<file path="src/design/ftl_pkg.sv">
package ftl_pkg;

    // field and datapath widths
    localparam int FORCE_W = 10;
    localparam int LVL_W   = 8;
    localparam int SLOPE_W = 16;
    localparam int CFG_W   = 16;
    localparam int ERR_W   = FORCE_W + 1;
    // signed dividend / quotient width of the shared divider
    localparam int ACC_W   = 27;
    // signed divisor width of the shared divider (magnitude up to 1024)
    localparam int DVS_W   = 12;

    localparam int CALIB_TICKS_DEF = 250;

    // arithmetic constants
    localparam logic signed [ACC_W-1:0] SLOPE_NUM  = 25500;
    localparam logic signed [ACC_W-1:0] ROUND_UP   = 99;
    localparam logic signed [DVS_W-1:0] LEVEL_DIV  = 100;
    localparam logic signed [DVS_W-1:0] FULL_SCALE = 1024;
    localparam logic signed [DVS_W-1:0] ONE_SPAN   = 1;
    localparam logic signed [ACC_W-1:0] LVL_MAX    = 255;

    // divider request and response
    typedef struct packed {
        logic                     start;
        logic signed [ACC_W-1:0]  dividend;
        logic signed [DVS_W-1:0]  divisor;
    } t_div_req;

    typedef struct packed {
        logic                     busy;
        logic                     done;
        logic signed [ACC_W-1:0]  quot;
    } t_div_rsp;

    // saturate a signed value into a light level
    function automatic logic [LVL_W-1:0] clamp_level(input logic signed [ACC_W-1:0] v);
        if (v < 0) begin
            return '0;
        end else if (v > LVL_MAX) begin
            return '1;
        end else begin
            return v[LVL_W-1:0];
        end
    endfunction

endpackage

</file>
<file path="src/design/force_target_led_feedback_core.sv">
// Force target light feedback core.
// Input channel (i_in_valid / o_in_ready) carries one 10 ms tick: a force
// sample and the button level (0 = pressed). Output channel (o_out_valid /
// i_out_ready) returns one transaction per tick: the three PWM duties, the
// target divided by four and the mode after the tick.
// Configuration: write i_cfg_data to register i_cfg_idx while i_cfg_we is
// high (0 bias_force, 1 press_threshold, 2 target_offset); write only while
// the block is idle.
// Sequencing: standby and ordinary calibration ticks go from accept straight
// to S_DONE. The last calibration tick and a game tick both run two passes of
// the shared radix-2 divider (each a start state plus a wait state), and a
// game tick also first passes through the slope multiplier state S_MUL.
// One tick is processed at a time; o_in_ready is high only while the
// sequencer is idle. The result sits in an output register, so the next
// tick is taken while it waits; a stalled receiver holds a finished
// result until the output register frees up.
// Reset (synchronous, active low) returns to standby with the target at
// 500, peak at 1024, slopes and lights at zero and default registers.
module force_target_led_feedback_core
    import ftl_pkg::*;
#(
    parameter int CALIB_TICKS = CALIB_TICKS_DEF
) (
    input  logic               i_clk,
    input  logic               i_rst_n,
    // tick input
    input  logic               i_in_valid,
    output logic               o_in_ready,
    input  logic [FORCE_W-1:0] i_force_sample,
    input  logic               i_button_level,
    // result output
    output logic               o_out_valid,
    input  logic               i_out_ready,
    output logic [LVL_W-1:0]   o_less_level,
    output logic [LVL_W-1:0]   o_target_level,
    output logic [LVL_W-1:0]   o_more_level,
    output logic [LVL_W-1:0]   o_target_out,
    output logic [1:0]         o_mode,
    // configuration write port
    input  logic               i_cfg_we,
    input  logic [1:0]         i_cfg_idx,
    input  logic [CFG_W-1:0]   i_cfg_data
);

    localparam logic [1:0] CFG_BIAS   = 2'd0;
    localparam logic [1:0] CFG_THRESH = 2'd1;
    localparam logic [1:0] CFG_OFFSET = 2'd2;

    localparam logic [4:0]         PHASE_LAST   = 5'd19;
    localparam logic [4:0]         PHASE_HALF   = 5'd10;
    localparam logic [7:0]         CNT_MAX      = 8'd255;
    localparam logic [LVL_W-1:0]   BLINK_LEVEL  = 8'd10;
    localparam logic [FORCE_W:0]   PEAK_RESET   = 11'd1024;
    localparam logic [FORCE_W-1:0] TARGET_RESET = 10'd500;
    localparam logic [7:0]         THR_RESET    = 8'd25;

    typedef enum logic [1:0] {
        MODE_STANDBY   = 2'd0,
        MODE_CALIBRATE = 2'd1,
        MODE_GAME      = 2'd2
    } t_mode;

    typedef enum logic [3:0] {
        S_IDLE,
        S_MUL,
        S_GDIV1,
        S_GWAIT1,
        S_GDIV2,
        S_GWAIT2,
        S_SDIV1,
        S_SWAIT1,
        S_SDIV2,
        S_SWAIT2,
        S_DONE
    } t_state;

    // configuration
    logic [FORCE_W-1:0]        r_bias;
    logic [7:0]                r_thresh;
    logic signed [CFG_W-1:0]   r_off;

    // block state
    t_state                    r_state;
    t_mode                     r_mode;
    logic [4:0]                r_phase;
    logic [7:0]                r_press_cnt;
    logic [7:0]                r_calib_cnt;
    logic [FORCE_W:0]          r_peak;
    logic [FORCE_W-1:0]        r_target;
    logic signed [SLOPE_W-1:0] r_less_slope;
    logic signed [SLOPE_W-1:0] r_more_slope;
    logic [LVL_W-1:0]          r_less;
    logic [LVL_W-1:0]          r_tgt;
    logic [LVL_W-1:0]          r_more;
    logic signed [ERR_W-1:0]   r_err;
    logic signed [ACC_W-1:0]   r_prod;

    // output register
    logic                      r_out_valid;
    logic [LVL_W-1:0]          r_out_less;
    logic [LVL_W-1:0]          r_out_tgt;
    logic [LVL_W-1:0]          r_out_more;
    logic [LVL_W-1:0]          r_out_target;
    logic [1:0]                r_out_mode;

    // accept-time next values
    logic                      w_accept;
    logic [4:0]                n_phase;
    logic [FORCE_W:0]          w_mirror_sum;
    logic [LVL_W-1:0]          w_mirror;
    logic [7:0]                w_press_inc;
    logic                      w_press;
    logic [7:0]                n_press_cnt;
    logic [7:0]                n_calib_cnt;
    logic [FORCE_W:0]          n_peak;
    logic [FORCE_W+2:0]        w_tri;
    logic                      w_calib_end;
    logic signed [ERR_W-1:0]   n_err;

    // arithmetic datapath
    logic signed [SLOPE_W-1:0] w_slope;
    logic signed [ACC_W-1:0]   w_slope_x;
    logic signed [ACC_W-1:0]   w_err_x;
    logic signed [ACC_W-1:0]   w_prod;
    logic signed [ACC_W-1:0]   w_off_x;
    logic signed [ACC_W-1:0]   w_bias_x;
    logic signed [ACC_W-1:0]   w_q_bias;
    logic signed [DVS_W-1:0]   w_target_x;
    logic signed [DVS_W-1:0]   w_span_max;
    logic signed [DVS_W-1:0]   w_span_min;
    logic [LVL_W-1:0]          w_side_lvl;

    t_div_req                  w_div_req;
    t_div_rsp                  w_div_rsp;

    assign w_accept   = i_in_valid && o_in_ready;
    assign o_in_ready = (r_state == S_IDLE);

    // tick phase wraps after 19
    assign n_phase = (r_phase == PHASE_LAST) ? '0 : r_phase + 1'b1;

    // force mirrored onto a light, rounded up and saturated
    assign w_mirror_sum = {1'b0, i_force_sample} + (FORCE_W+1)'(3);
    assign w_mirror     = w_mirror_sum[FORCE_W] ? '1 : w_mirror_sum[FORCE_W-1:2];

    // button press counting
    assign w_press_inc = (!i_button_level && r_press_cnt != CNT_MAX) ?
                         r_press_cnt + 1'b1 : r_press_cnt;
    assign w_press     = w_press_inc > r_thresh;
    assign n_press_cnt = w_press ? '0 : w_press_inc;

    // calibration tracking, new target = (3*peak + 3) / 4
    assign n_calib_cnt = (r_calib_cnt != CNT_MAX) ? r_calib_cnt + 1'b1 : r_calib_cnt;
    assign n_peak      = ({1'b0, i_force_sample} > r_peak) ? {1'b0, i_force_sample} : r_peak;
    assign w_tri       = {2'b00, n_peak} + {1'b0, n_peak, 1'b0} + (FORCE_W+3)'(3);
    assign w_calib_end = n_calib_cnt >= 8'(CALIB_TICKS);

    assign n_err = signed'({1'b0, r_target}) - signed'({1'b0, i_force_sample});

    // slope times error, registered in S_MUL
    assign w_slope   = r_err[ERR_W-1] ? r_less_slope : r_more_slope;
    assign w_slope_x = ACC_W'(w_slope);
    assign w_err_x   = ACC_W'(r_err);
    assign w_prod    = w_slope_x * w_err_x;

    assign w_off_x    = ACC_W'(r_off);
    assign w_bias_x   = signed'(ACC_W'(r_bias));
    assign w_q_bias   = w_div_rsp.quot - w_bias_x;
    assign w_side_lvl = clamp_level(w_q_bias);

    // error spans, a zero span divides as one
    assign w_target_x = signed'(DVS_W'(r_target));
    assign w_span_max = w_target_x - signed'(DVS_W'(r_bias));
    assign w_span_min = w_target_x - FULL_SCALE;

    // divider operand select
    always_comb begin
        w_div_req.start    = 1'b0;
        w_div_req.dividend = SLOPE_NUM;
        w_div_req.divisor  = LEVEL_DIV;
        case (r_state)
            S_GDIV1: begin
                w_div_req.start    = 1'b1;
                w_div_req.dividend = w_off_x - r_prod + ROUND_UP;
            end
            S_GDIV2: begin
                w_div_req.start    = 1'b1;
                w_div_req.dividend = r_prod + ROUND_UP;
            end
            S_SDIV1: begin
                w_div_req.start   = 1'b1;
                w_div_req.divisor = (w_span_max == '0) ? ONE_SPAN : w_span_max;
            end
            S_SDIV2: begin
                w_div_req.start   = 1'b1;
                w_div_req.divisor = (w_span_min == '0) ? ONE_SPAN : w_span_min;
            end
            default: begin
                w_div_req.start = 1'b0;
            end
        endcase
    end

    ftl_div u_div (
        .i_clk   (i_clk),
        .i_rst_n (i_rst_n),
        .i_req   (w_div_req),
        .o_rsp   (w_div_rsp)
    );

    // configuration registers
    always_ff @(posedge i_clk) begin
        if (!i_rst_n) begin
            r_bias   <= '0;
            r_thresh <= THR_RESET;
            r_off    <= '0;
        end else if (i_cfg_we) begin
            case (i_cfg_idx)
                CFG_BIAS:   r_bias   <= i_cfg_data[FORCE_W-1:0];
                CFG_THRESH: r_thresh <= i_cfg_data[7:0];
                CFG_OFFSET: r_off    <= signed'(i_cfg_data);
                default:    r_bias   <= r_bias;
            endcase
        end
    end

    // sequencer, block state and output register
    always_ff @(posedge i_clk) begin
        if (!i_rst_n) begin
            r_state      <= S_IDLE;
            r_mode       <= MODE_STANDBY;
            r_phase      <= '0;
            r_press_cnt  <= '0;
            r_calib_cnt  <= '0;
            r_peak       <= PEAK_RESET;
            r_target     <= TARGET_RESET;
            r_less_slope <= '0;
            r_more_slope <= '0;
            r_less       <= '0;
            r_tgt        <= '0;
            r_more       <= '0;
            r_out_valid  <= 1'b0;
        end else begin
            if (r_out_valid && i_out_ready) begin
                r_out_valid <= 1'b0;
            end
            case (r_state)
                S_IDLE: begin
                    if (w_accept) begin
                        r_phase <= n_phase;
                        r_err   <= n_err;
                        case (r_mode)
                            MODE_CALIBRATE: begin
                                r_calib_cnt <= n_calib_cnt;
                                r_peak      <= n_peak;
                                r_less      <= w_mirror;
                                r_tgt       <= w_mirror;
                                r_more      <= w_mirror;
                                if (w_calib_end) begin
                                    r_target <= w_tri[FORCE_W+1:2];
                                    r_mode   <= MODE_GAME;
                                    r_state  <= S_SDIV1;
                                end else begin
                                    r_state  <= S_DONE;
                                end
                            end
                            MODE_GAME: begin
                                r_press_cnt <= n_press_cnt;
                                if (w_press) begin
                                    r_peak      <= '0;
                                    r_calib_cnt <= '0;
                                    r_mode      <= MODE_CALIBRATE;
                                end
                                r_state <= S_MUL;
                            end
                            default: begin
                                r_press_cnt <= n_press_cnt;
                                r_tgt       <= w_mirror;
                                // blink: more light at mid cycle, less at wrap
                                if (n_phase == '0) begin
                                    r_more <= '0;
                                    r_less <= BLINK_LEVEL;
                                end else if (n_phase == PHASE_HALF) begin
                                    r_more <= BLINK_LEVEL;
                                    r_less <= '0;
                                end
                                if (w_press) begin
                                    r_less      <= '0;
                                    r_tgt       <= '0;
                                    r_more      <= '0;
                                    r_peak      <= '0;
                                    r_calib_cnt <= '0;
                                    r_mode      <= MODE_CALIBRATE;
                                end
                                r_state <= S_DONE;
                            end
                        endcase
                    end
                end
                S_MUL: begin
                    r_prod  <= w_prod;
                    r_state <= S_GDIV1;
                end
                S_GDIV1: r_state <= S_GWAIT1;
                S_GWAIT1: begin
                    if (w_div_rsp.done) begin
                        r_tgt   <= clamp_level(w_div_rsp.quot);
                        r_state <= S_GDIV2;
                    end
                end
                S_GDIV2: r_state <= S_GWAIT2;
                S_GWAIT2: begin
                    if (w_div_rsp.done) begin
                        if (r_err[ERR_W-1]) begin
                            r_less <= w_side_lvl;
                            r_more <= '0;
                        end else begin
                            r_more <= w_side_lvl;
                            r_less <= '0;
                        end
                        r_state <= S_DONE;
                    end
                end
                S_SDIV1: r_state <= S_SWAIT1;
                S_SWAIT1: begin
                    if (w_div_rsp.done) begin
                        r_more_slope <= w_div_rsp.quot[SLOPE_W-1:0];
                        r_state      <= S_SDIV2;
                    end
                end
                S_SDIV2: r_state <= S_SWAIT2;
                S_SWAIT2: begin
                    if (w_div_rsp.done) begin
                        r_less_slope <= w_div_rsp.quot[SLOPE_W-1:0];
                        r_state      <= S_DONE;
                    end
                end
                S_DONE: begin
                    // load the result once the output register is free
                    if (!r_out_valid || i_out_ready) begin
                        r_out_valid  <= 1'b1;
                        r_out_less   <= r_less;
                        r_out_tgt    <= r_tgt;
                        r_out_more   <= r_more;
                        r_out_target <= r_target[FORCE_W-1:2];
                        r_out_mode   <= r_mode;
                        r_state      <= S_IDLE;
                    end
                end
                default: r_state <= S_IDLE;
            endcase
        end
    end

    assign o_out_valid    = r_out_valid;
    assign o_less_level   = r_out_less;
    assign o_target_level = r_out_tgt;
    assign o_more_level   = r_out_more;
    assign o_target_out   = r_out_target;
    assign o_mode         = r_out_mode;

    // divider is never busy while a new tick can be taken
    a_idle_div_free: assert property (@(posedge i_clk) disable iff (!i_rst_n)
        (r_state == S_IDLE) |-> !w_div_rsp.busy)
        else $error("divider busy while sequencer idle");

    // divider completions only land in a wait state
    a_done_in_wait: assert property (@(posedge i_clk) disable iff (!i_rst_n)
        w_div_rsp.done |-> (r_state == S_GWAIT1 || r_state == S_GWAIT2 ||
                            r_state == S_SWAIT1 || r_state == S_SWAIT2))
        else $error("divider done outside a wait state");

    // game mode between ticks always has calibrated slopes
    a_game_slopes: assert property (@(posedge i_clk) disable iff (!i_rst_n)
        (r_state == S_IDLE && r_mode == MODE_GAME) |->
        (r_less_slope != '0 && r_more_slope != '0))
        else $error("game mode without slopes");

    // target never exceeds three quarters of full scale
    a_target_range: assert property (@(posedge i_clk) disable iff (!i_rst_n)
        r_target <= FORCE_W'(768))
        else $error("target out of range");

endmodule

</file>
<file path="src/design/ftl_div.sv">
module ftl_div
    import ftl_pkg::*;
(
    input  logic     i_clk,
    input  logic     i_rst_n,
    input  t_div_req i_req,
    output t_div_rsp o_rsp
);

    localparam int CNT_W = $clog2(ACC_W);

    logic                    r_busy;
    logic                    r_done;
    logic [CNT_W-1:0]        r_cnt;
    logic [ACC_W-1:0]        r_num;
    logic [DVS_W-2:0]        r_rem;
    logic [DVS_W-2:0]        r_den;
    logic                    r_neg;

    logic [ACC_W-1:0]        w_nmag;
    logic [DVS_W-1:0]        w_dabs;
    logic [DVS_W-1:0]        w_rem_sh;
    logic [DVS_W-1:0]        w_diff;
    logic                    w_ge;

    // operand magnitudes, sign of the result handled at the end
    assign w_nmag = i_req.dividend[ACC_W-1] ? unsigned'(-i_req.dividend)
                                            : unsigned'(i_req.dividend);
    assign w_dabs = i_req.divisor[DVS_W-1] ? unsigned'(-i_req.divisor)
                                           : unsigned'(i_req.divisor);

    // one restoring step: shift in the next dividend bit, try subtract
    assign w_rem_sh = {r_rem, r_num[ACC_W-1]};
    assign w_ge     = w_rem_sh >= {1'b0, r_den};
    assign w_diff   = w_rem_sh - {1'b0, r_den};

    always_ff @(posedge i_clk) begin
        if (!i_rst_n) begin
            r_busy <= 1'b0;
            r_done <= 1'b0;
            r_cnt  <= '0;
        end else begin
            r_done <= 1'b0;
            if (i_req.start) begin
                r_busy <= 1'b1;
                r_cnt  <= CNT_W'(ACC_W - 1);
                r_num  <= w_nmag;
                r_rem  <= '0;
                r_den  <= w_dabs[DVS_W-2:0];
                r_neg  <= i_req.dividend[ACC_W-1] ^ i_req.divisor[DVS_W-1];
            end else if (r_busy) begin
                r_num <= {r_num[ACC_W-2:0], w_ge};
                r_rem <= w_ge ? w_diff[DVS_W-2:0] : w_rem_sh[DVS_W-2:0];
                if (r_cnt == '0) begin
                    r_busy <= 1'b0;
                    r_done <= 1'b1;
                end else begin
                    r_cnt <= r_cnt - 1'b1;
                end
            end
        end
    end

    // quotient truncated toward zero
    always_comb begin
        o_rsp.busy = r_busy;
        o_rsp.done = r_done;
        o_rsp.quot = r_neg ? -signed'(r_num) : signed'(r_num);
    end

endmodule

</file>
<file path="config.mk">
export PLATFORM = sky130hd
export DESIGN_NAME = force_target_led_feedback_core
export DESIGN_NICKNAME = d
export VERILOG_FILES = /design/src/design/ftl_pkg.sv /design/src/design/force_target_led_feedback_core.sv /design/src/design/ftl_div.sv
export SDC_FILE = /design/constraint.sdc
export NUM_CORES = 1
export LEC_CHECK = 0
export BUFFER_PORTS_ARGS = -buffer_cell sky130_fd_sc_hd__clkbuf_2
export CORE_MARGIN = 8
export CORE_UTILIZATION = 31
export CTS_CLUSTER_DIAMETER = 30
export DETAILED_ROUTE_END_ITERATION = 7
export GPL_TIMING_DRIVEN = 0
export PLACE_DENSITY_LB_ADDON = 0.25
export SLEW_MARGIN = 30
export SYNTH_ARGS = -nofsm -noshare
export SYNTH_HDL_FRONTEND = slang
export SYNTH_SLANG_ARGS = --single-unit
</file>
<file path="constraint.sdc">
create_clock -name i_clk -period 18.72 [get_ports i_clk]
set_input_delay 2.808 -clock i_clk [delete_from_list [all_inputs] [get_ports i_clk]]
set_output_delay 2.808 -clock i_clk [all_outputs]
set_load 0.01 [all_outputs]
</file>
---- After elaboration in Yosys (flattened, before gate mapping) ----
Index checks and enable logic that the tools add are counted.
cells by class
  bitwise gates (word level) .............. 5
  $add $sub $neg .......................... 18
  multiplexer cells ....................... 69
  reduce and logical (&&, ||, !) cells .... 40
  equality and inequality tests ........... 28
  $mul .................................... 1
  magnitude comparators ................... 8
operators by type and width
  operator                                                         number
  two-way mux 8 bit                                                25
  two-way mux 27 bit                                               4
  one-hot mux 8 bit (2 select lines)                               6
  two-way mux 11 bit                                               6
  adder 27 x 8 -> 27 bit (second input constant)                   2
  greater-than comparator 27 x 9 -> 1 bit (second input constant)  2
  less-than comparator 27 x 1 -> 1 bit (second input constant)     2
  negation 27 bit                                                  2
  one-hot mux 27 bit (2 select lines)                              1
  one-hot mux 4 bit (10 select lines)                              1
  multiplier 16 x 11 -> 27 bit                                     1
  subtractor 16 x 27 -> 27 bit                                     1
  subtractor 27 x 11 -> 27 bit                                     1
  zero test 12 bit                                                 2
  two-way mux 12 bit                                               2
  two-way mux 4 bit                                                6
  one-hot mux 12 bit (2 select lines)                              1
  AND reduction 2 bit                                              11
  subtractor 10 x 10 -> 11 bit                                     2
  two-way mux 5 bit                                                4
  adder 8 x 1 -> 8 bit (second input constant)                     2
  equality test 4 x 3 -> 1 bit (second input constant)             4
  two-way mux 16 bit                                               1
  != test 8 bit (second input constant)                            2
  40 further kinds                                                 78
storage, ports and cells
  output and inout port bits .............. 36
  input port bits ......................... 34
  logic and storage cells ................. 200
  bits in registers ....................... 268

---- Logic depth before layout (Yosys ltp) ----
Gate-level depths: netlist of run 1.
  depth in word-level cells ............... 9
  gate-level depth with buffers ........... 25
  mapped depth without buffers ............ 23

---- By module ----
From an unflattened synthesis of run 1, not the netlist that was laid out.
second synthesis, totals
  cells, all modules ...................... 2827
  area, all modules ....................... 24413.4 sq um
modules (own cells, without submodules)
  module                          seq. area each (sq um)  area an instance (sq um)  cells an instance  times used
  force_target_led_feedback_core  4944.7                  20114.3                   2363               1
  ftl_div                         1641.6                  4299.1                    464                1

---- Least setup slack after synthesis of run 1 ----
No wires, ideal clock.
  path kind ............................... input to register
  start ................................... input i_force_sample[0]
  end ..................................... register r_target[8]
  stages .................................. 19
  data arrival time ....................... 6.841 ns
  required time ........................... 18.584 ns
  path buffers ............................ 2
  path slack .............................. 11.742 ns
  library setup time ...................... 0.136 ns
  path through ............................ clkbuf_1 inv_1 ha_1 nor2b_1 o21bai_1 a21oi_1 o31ai_1 a211oi_1 clkbuf_1 mux2i_1 inv_1 ha_1 ha_1 or3_1 o211a_1 a2111oi_0 a21oi_1 xnor2_1 a31oi_1
between the ends
  word-level cells in the longest chain between the ends .. 4
ends and longest elaborated chain
  item                                      line                                   text
  start: declaration                        force_target_led_feedback_core.sv:29   input logic [FORCE_W-1:0] i_force_sample,
  greater-than comparator 10 x 11 -> 1 bit  force_target_led_feedback_core.sv:154  assign n_peak = ({1'b0, i_force_sample} > r_peak) ? {1'b0, i_force_sample} : r_peak;
  two-way mux 11 bit *                      force_target_led_feedback_core.sv:154
  adder 11 x 12 -> 12 bit *                 force_target_led_feedback_core.sv:155  assign w_tri = {2'b00, n_peak} + {1'b0, n_peak, 1'b0} + (FORCE_W+3)'(3);
  adder 12 x 2 -> 12 bit *                  force_target_led_feedback_core.sv:155
  end signal: assignment                    force_target_led_feedback_core.sv:260  r_target <= w_tri[FORCE_W+1:2];
  end: declaration                          force_target_led_feedback_core.sv:89   logic [FORCE_W-1:0] r_target;
Mark *: on every way between the ends. The rest lies on a longest branch, timed or not.
A chain may end at the register's enable or synchronous reset.

---- Worst setup path after layout of run 1 ----
  start ................................... register r_err[10]
  end ..................................... register r_prod[24], data pin
between the ends
  word-level cells in the longest chain between the ends .. 2
ends and longest elaborated chain
  item                            line                                   text
  start: declaration              force_target_led_feedback_core.sv:95   logic signed [ERR_W-1:0] r_err;
  start signal: assignment        force_target_led_feedback_core.sv:251  r_err <= n_err;
  two-way mux 16 bit              force_target_led_feedback_core.sv:161  assign w_slope = r_err[ERR_W-1] ? r_less_slope : r_more_slope;
  multiplier 16 x 11 -> 27 bit *  force_target_led_feedback_core.sv:164  assign w_prod = w_slope_x * w_err_x;
  named net w_prod[24]            force_target_led_feedback_core.sv:124  logic signed [ACC_W-1:0] w_prod;
  end signal: assignment          force_target_led_feedback_core.sv:301  r_prod <= w_prod;
  end: declaration                force_target_led_feedback_core.sv:96   logic signed [ACC_W-1:0] r_prod;
The timed path passes the listed nets; every way through them passes the cells marked *.

==> impl_metrics.json, run 1 <==
{
  "design.core.area_sq_um": 77200,
  "synth_warnings": 0,
  "worstPathArrival_ps": 8200,
  "vias": 20174,
  "placed_area_sq_um": 25900,
  "avgSynthCellArea_sq_um": 8.80,
  "vias_per_cell": 5.04,
  "hp-class": "flip-flop to flip-flop",
  "path_buf_inv": 6,
  "first_pass_iters": 5,
  "critPathMaxStageDelay_ps": 630,
  "antenna_found_initial": 4,
  "end_kind": "flip-flop",
  "fp.dieW_um": 295,
  "synth_edf_count": 122,
  "power_density_nw_per_um2": 122,
  "row_count": 102,
  "ctsHoldBuffers": 0,
  "max_slew_margin_pct": 31.4,
  "synth_cell_types": 91,
  "final_cell_area_sq_um": 28500,
  "grt_pass1_wl_mm": 113,
  "path_class": "flip-flop to flip-flop",
  "seqPwrFrac_pct": 25.2,
  "power.internal_w": 0.00211,
  "ir_worst_vdd_v": 0.0000697,
  "ant_nets": 0,
  "wire_per_inst_um": 18.0,
  "dieArea_sq_um": 87000,
  "min_period_over_period_pct": 42.0,
  "finClkSkew_ps": 35.2,
  "clk_pin_slew_worst_paths_ps": 50,
  "clkSinkCount": 268,
  "place_hpwl_mm": 57.4,
  "yosysMostFrequentCell": "inv_1",
  "synth_common_cells": "inv_1, nand2_1, nor2_1",
  "crit_required_ps": 19060,
  "finalHoldViolCount": 0,
  "drv_cap": 0,
  "clkPwrFrac_pct": 37.3,
  "drcViolationCount": 0,
  "cts_tree": "done",
  "yosysSeqAreaShare_pct": 27.3,
  "cts_root_buffer": "clkbuf_16",
  "power_switching_w": 0.00136,
  "crit_chain": "clkbuf_1, buf_1, mux2_2, and2_1, fa_1, inv_1, fa_1, fa_1, inv_1, fa_1, inv_1, fa_1, inv_1, ha_1, or2_2, nand2_1, a21oi_1, o21ai_0, a311oi_1, a211oi_1, nor3_1, a211oi_1, xnor2_1",
  "setup_viol": 0,
  "async_reset_ff_share_pct": 0,
  "rsz0062_at_grt": "no",
  "insertion_delay_ps": 610,
  "crit_fanout": 10,
  "nets": 3289,
  "die_y_um": 295,
  "min_period_ps": 7860,
  "grt_max_degree": 28,
  "postCtsSetupRepairBufs": 0,
  "whs_ps": 437,
  "cpMaxStageDelayCell": "a311oi_1",
  "status": "finished, final reports clean",
  "syn-num-nets": 3136,
  "drtIter0Drc": 1281,
  "fmaxAchievable_ghz": 0.127,
  "port_buffers": 69,
  "syn_inst": 2741,
  "io_pins": 70,
  "cts_made_buffers": 77,
  "grt_pass1_vias": 19905,
  "gr-usage-all-layers_pct": 16.4,
  "setup_tns_ps": 0,
  "cts_resized": 0,
  "drive_above_1_share_pct": 9.26,
  "synthTopCellsByArea": "edfxtp_1, fa_1, dfxtp_1, ha_1, inv_1",
  "start_kind": "flip-flop",
  "h-tree-depth": 3,
  "synth_top_area_share_pct": 15.2,
  "clockBufferDepth": 3,
  "wl_mm": 72.2,
  "yosys.area.top_type": "edfxtp_1",
  "grt.overflow.total": 0,
  "netlist_area_sq_um": 24100,
  "cpMostUsedCell": "fa_1",
  "leakagePower_nw": 12.1,
  "worst_slew_pin_slew_ps": 1030,
  "combinationalPowerShare_pct": 37.6,
  "place_congestion": 0.860,
  "ys_ff_latch": 268,
  "syn_to_final_growth_pct": 18.2,
  "initial_core_util_pct": 31.3,
  "crit_family": "adder cells",
  "drv_slew": 0,
  "synth_flop_cell": "dfxtp_1",
  "switching_share_pct": 39.3
}
-- worst paths after layout --
check / end / from / slack (ps) / cells past startpoint
max reg2reg: r_prod[24] / r_err[10] / 10860 / 23
min reg2reg: o_less_level[6] / r_less[6] / 440 / 0
max: r_prod[24] / r_err[10] / 10860 / 23
min: o_less_level[6] / r_less[6] / 440 / 0
-- worst reg2reg max path, stage by stage (launching register included) --
cell and delay (ps):
edfxtp_1 310, clkbuf_1 360, buf_1 560, mux2_2 510
and2_1 210, fa_1 430, inv_1 100, fa_1 420
fa_1 490, inv_1 50, fa_1 530, inv_1 60
fa_1 530, inv_1 40, ha_1 320, or2_2 130
nand2_1 40, a21oi_1 310, o21ai_0 190, a311oi_1 630
a211oi_1 210, nor3_1 430, a211oi_1 220, xnor2_1 510
-- per-layer routing --
layer	GRT usage, %	part of all wire [%]	vias up
li1	-	-	9869
met1	22.5	47	9709
met2	26.1	44	474
met3	3.32	6.3	120
met4	4.98	2.6	2
met5	0	0.018	-
-- layout make-up --
type	instances	area (sq um)
inverter	326	1220
buffer	100	380
timing repair buffer	74	420
multi-input combinational	2047	16000
tap	1040	1300
sequential	268	6590
fill	7951	48700
clock inverter	55	573
clock buffer	89	2030
antenna	2	5.00
-- layout by cell type (no fill, tap or decap), types with 24 or more instances in the layout --
cell type	synthesis	routed
inv_1	325	325
nand2_1	248	248
nor2_1	247	243
ha_1	194	194
fa_1	167	167
a21oi_1	148	148
dfxtp_1	146	146
edfxtp_1	122	122
o21ai_0	118	118
clkbuf_1	90	97
xnor2_1	88	88
and2_1	87	87
clkbuf_16	0	78
clkbuf_2	0	69
a211oi_1	55	54
nor3_1	49	48
xor2_1	47	47
nand3_1	47	47
nor2b_1	38	38
mux2i_1	34	33
a21o_1	32	32
nand2b_1	31	31
or3_1	27	27
a22oi_1	24	24
and3_1	25	24
-- flip-flops by register name, indices dropped and copies added (netlist names), 10 cells and up --
signal and cells:
r_prod 27, u_div.r_num 27, r_less_slope 16, r_more_slope 16, r_off 16, r_err 11, r_peak 11, u_div.r_den 11
u_div.r_rem 11, r_bias 10, r_target 10
-- logic make-up after synthesis --
family                   Yosys count  synth area share, %
AO/OA/AOI/OAI                    599                 16.6
XOR/XNOR                         135                 4.90
adder cells (fa/ha/maj)          361                 23.9
buffers and inverters            426                 6.65
flip-flops                       268                 27.3
multiplexers                      55                 2.39
AND/OR/NAND/NOR                  897                 18.3
-- per-stage QoR --
stage	instances	total power [W]	setup slack (ps)	utilization, %
3_3_place_gp	3850	0.00215	10650	33.4
6_report	4001	0.00347	10860	36.9
4_1_cts	3999	0.00348	10860	36.9
5_1_grt	4000	0.00367	10450	36.9
2_1_floorplan	2741	0.00175	11740	-
3_5_place_dp	3855	0.00216	10650	33.5
-- power groups by stage --
stage          Clock, W  Sequential (W)  Combinational [W]
6_report        0.00129        0.000873            0.00130
5_1_grt         0.00135        0.000885            0.00144
4_1_cts         0.00131        0.000871            0.00129
3_5_place_dp          0        0.000880            0.00128
3_3_place_gp          0        0.000883            0.00126
2_1_floorplan         0        0.000838           0.000915
Power figures use the tool's default switching activity.
==> run 2, diff against run 1 <==
- clock period: 18.72 -> 6.3 ns (I/O delays scaled with it)
==> run 2 against run 1 <==
Net effect:
- routed wire length rose by 3.0%
- critical endpoint is now r_prod[25]
- largest cell class unchanged
- power grew to 3.0 times the previous value
- flip-flop and latch count unchanged
- utilization grew 1.2 points
- global-route usage up 0.12 points
- via count increased by 1.3%
- clock-buffer cell count rose by 1
- sequential power grew to 3.0 times the previous value
- combinational power grew to 3.0 times the previous value
==> impl_metrics.json, run 2 (synthesized netlist as in run 1, its figures left out) <==
{
  "status": "finished, final reports clean",
  "hp-class": "flip-flop to flip-flop",
  "max_slew_margin_pct": 35.3,
  "port_buffers": 69,
  "grt_pass1_vias": 19877,
  "cts_made_buffers": 76,
  "rsz0062_at_grt": "yes",
  "clockBufferDepth": 3,
  "grt_pass1_wl_mm": 114,
  "drv_slew": 0,
  "vias_per_cell": 5.06,
  "leakagePower_nw": 12.5,
  "grt_max_degree": 28,
  "final_common_cell": "inv_1",
  "start_kind": "flip-flop",
  "drtIter0Drc": 1193,
  "min_period_over_period_pct": 98.5,
  "ant_nets": 0,
  "initial_core_util_pct": 31.3,
  "crit_fanout": 6,
  "first_pass_iters": 7,
  "fillers": 7843,
  "drive_above_1_share_pct": 12.7,
  "utilization_pct": 38.2,
  "place_congestion": 0.862,
  "crit_chain": "buf_6, buf_8, mux2_4, buf_4, nand2_1, fa_1, inv_1, fa_2, fa_1, fa_1, inv_1, fa_1, inv_1, ha_4, a21o_1, a21oi_4, o21ai_1, a41o_1, o31ai_4, o211ai_1, a21oi_1, o21bai_1, xor2_2",
  "crit_required_ps": 6680,
  "place_hpwl_mm": 57.4,
  "cts_tree": "done",
  "setup_viol": 0,
  "final_cell_mix": "inv_1, nor2_1, nand2_1",
  "wire_per_inst_um": 18.4,
  "worstPathArrival_ps": 6590,
  "syn_to_final_growth_pct": 22.1,
  "r2r_slack_ps": 90,
  "end_kind": "flip-flop",
  "ir_worst_vdd_v": 0.000197,
  "worst_slew_pin_slew_ps": 964,
  "design.core.area_sq_um": 77200,
  "cpMaxStageDelayCell": "fa_1",
  "vias": 20434,
  "h-tree-depth": 3,
  "ctsHoldBuffers": 0,
  "antenna_found_initial": 1,
  "min_period_ps": 6210,
  "grt.overflow.total": 0,
  "cts_root_buffer": "clkbuf_16",
  "gr-usage-all-layers_pct": 16.5,
  "io_pins": 70,
  "insertion_delay_ps": 600,
  "whs_ps": 434,
  "top_regs": "r_prod x27, u_div.r_num x27",
  "fmaxAchievable_ghz": 0.161,
  "dieArea_sq_um": 87000,
  "nets": 3330,
  "critPathMaxStageDelay_ps": 520,
  "path_class": "flip-flop to flip-flop",
  "wl_mm": 74.4,
  "drv_cap": 0,
  "power_density_nw_per_um2": 358,
  "drcViolationCount": 0,
  "clk_pin_slew_worst_paths_ps": 50,
  "die_y_um": 295,
  "row_count": 102,
  "clkSinkCount": 268,
  "fp.dieW_um": 295,
  "finalHoldViolCount": 0,
  "finClkSkew_ps": 21.2,
  "cpMostUsedCell": "fa_1"
}
[run 2: changes by cell type in the layout (fill, tap and decap cells not counted), sizes merged]
cell	previous run	this run
diode	2	1
bufinv	6	12
inv	337	328
clkinvlp	12	9
mux2	21	25
buf	15	54
clkinv	26	28
[run 2: area by class of cell]
cell class,instances,area [sq um],area share [%]
flip-flops and latches,268,6590,22.4
plain buffers,99,408,1.38
multi-input cells,2051,16500,56.1
repair buffers,113,731,2.48
diodes,1,2.50,0.00849
inverters,326,1220,4.15
clock buffers,90,2040,6.91
clock inverters,51,653,2.22
well taps,1040,1300,4.42
[run 2: path summary, 6_finish.rpt]
| path | startpoint | end | depth (start not counted) |
|---|---|---|---|
| max | r_err[10] | r_prod[25] | 23 |
| min reg2reg | r_less[0] | o_less_level[0] | 0 |
| min | r_less[0] | o_less_level[0] | 0 |
| max reg2reg | r_err[10] | r_prod[25] | 23 |
[run 2: metrics by stage]
stage          instance area, sq um  worst slack (ps)  TNS, ps  total power, W  std cells
6_report                      29500              95.0        0          0.0105       4039
5_1_grt                       29500             -29.8    -57.9          0.0111       4038
4_1_cts                       28800             -14.6    -14.6          0.0105       4007
3_5_place_dp                  25900             -1290    -7960         0.00641       3853
3_3_place_gp                  25800             -1300    -8110         0.00638       3850
2_1_floorplan                 24100              98.8        0         0.00521       2741
[run 2: critical path: cells and delay by family, from the launching register on]
family | cells | cell delay (ps)
compound gates | 8 | 1560
xor+xnor | 1 | 310
fa+ha+maj | 6 | 2560
buf+inv | 6 | 690
flops | 1 | 460
mux | 1 | 350
simple gates | 1 | 70
[run 2: metal layers]
metal / vias up / track usage [%] / wire length (um)
met3: 89 / 2.94 / 3920
li1: 9942 / - / -
met2: 455 / 27.1 / 34200
met5: - / 0 / 15
met1: 9946 / 22.8 / 34900
met4: 2 / 3.62 / 1380
[run 2: repair_timing]
action | in CTS | in global routing
pin swaps | 14 | 61
setup buffers | 14 | 28
setup endpoints to repair | 12 | 22
resized for setup | 43 | 74
cloned | 0 | 4
[run 2: power by group]
part | leakage (nW) | switching (W) | internal (W)
logic | 8.91 | 0.00250 | 0.00143
registers | 2.30 | 0.000307 | 0.00229
clock network | 1.29 | 0.00121 | 0.00279
total | 12.5 | 0.00402 | 0.00651
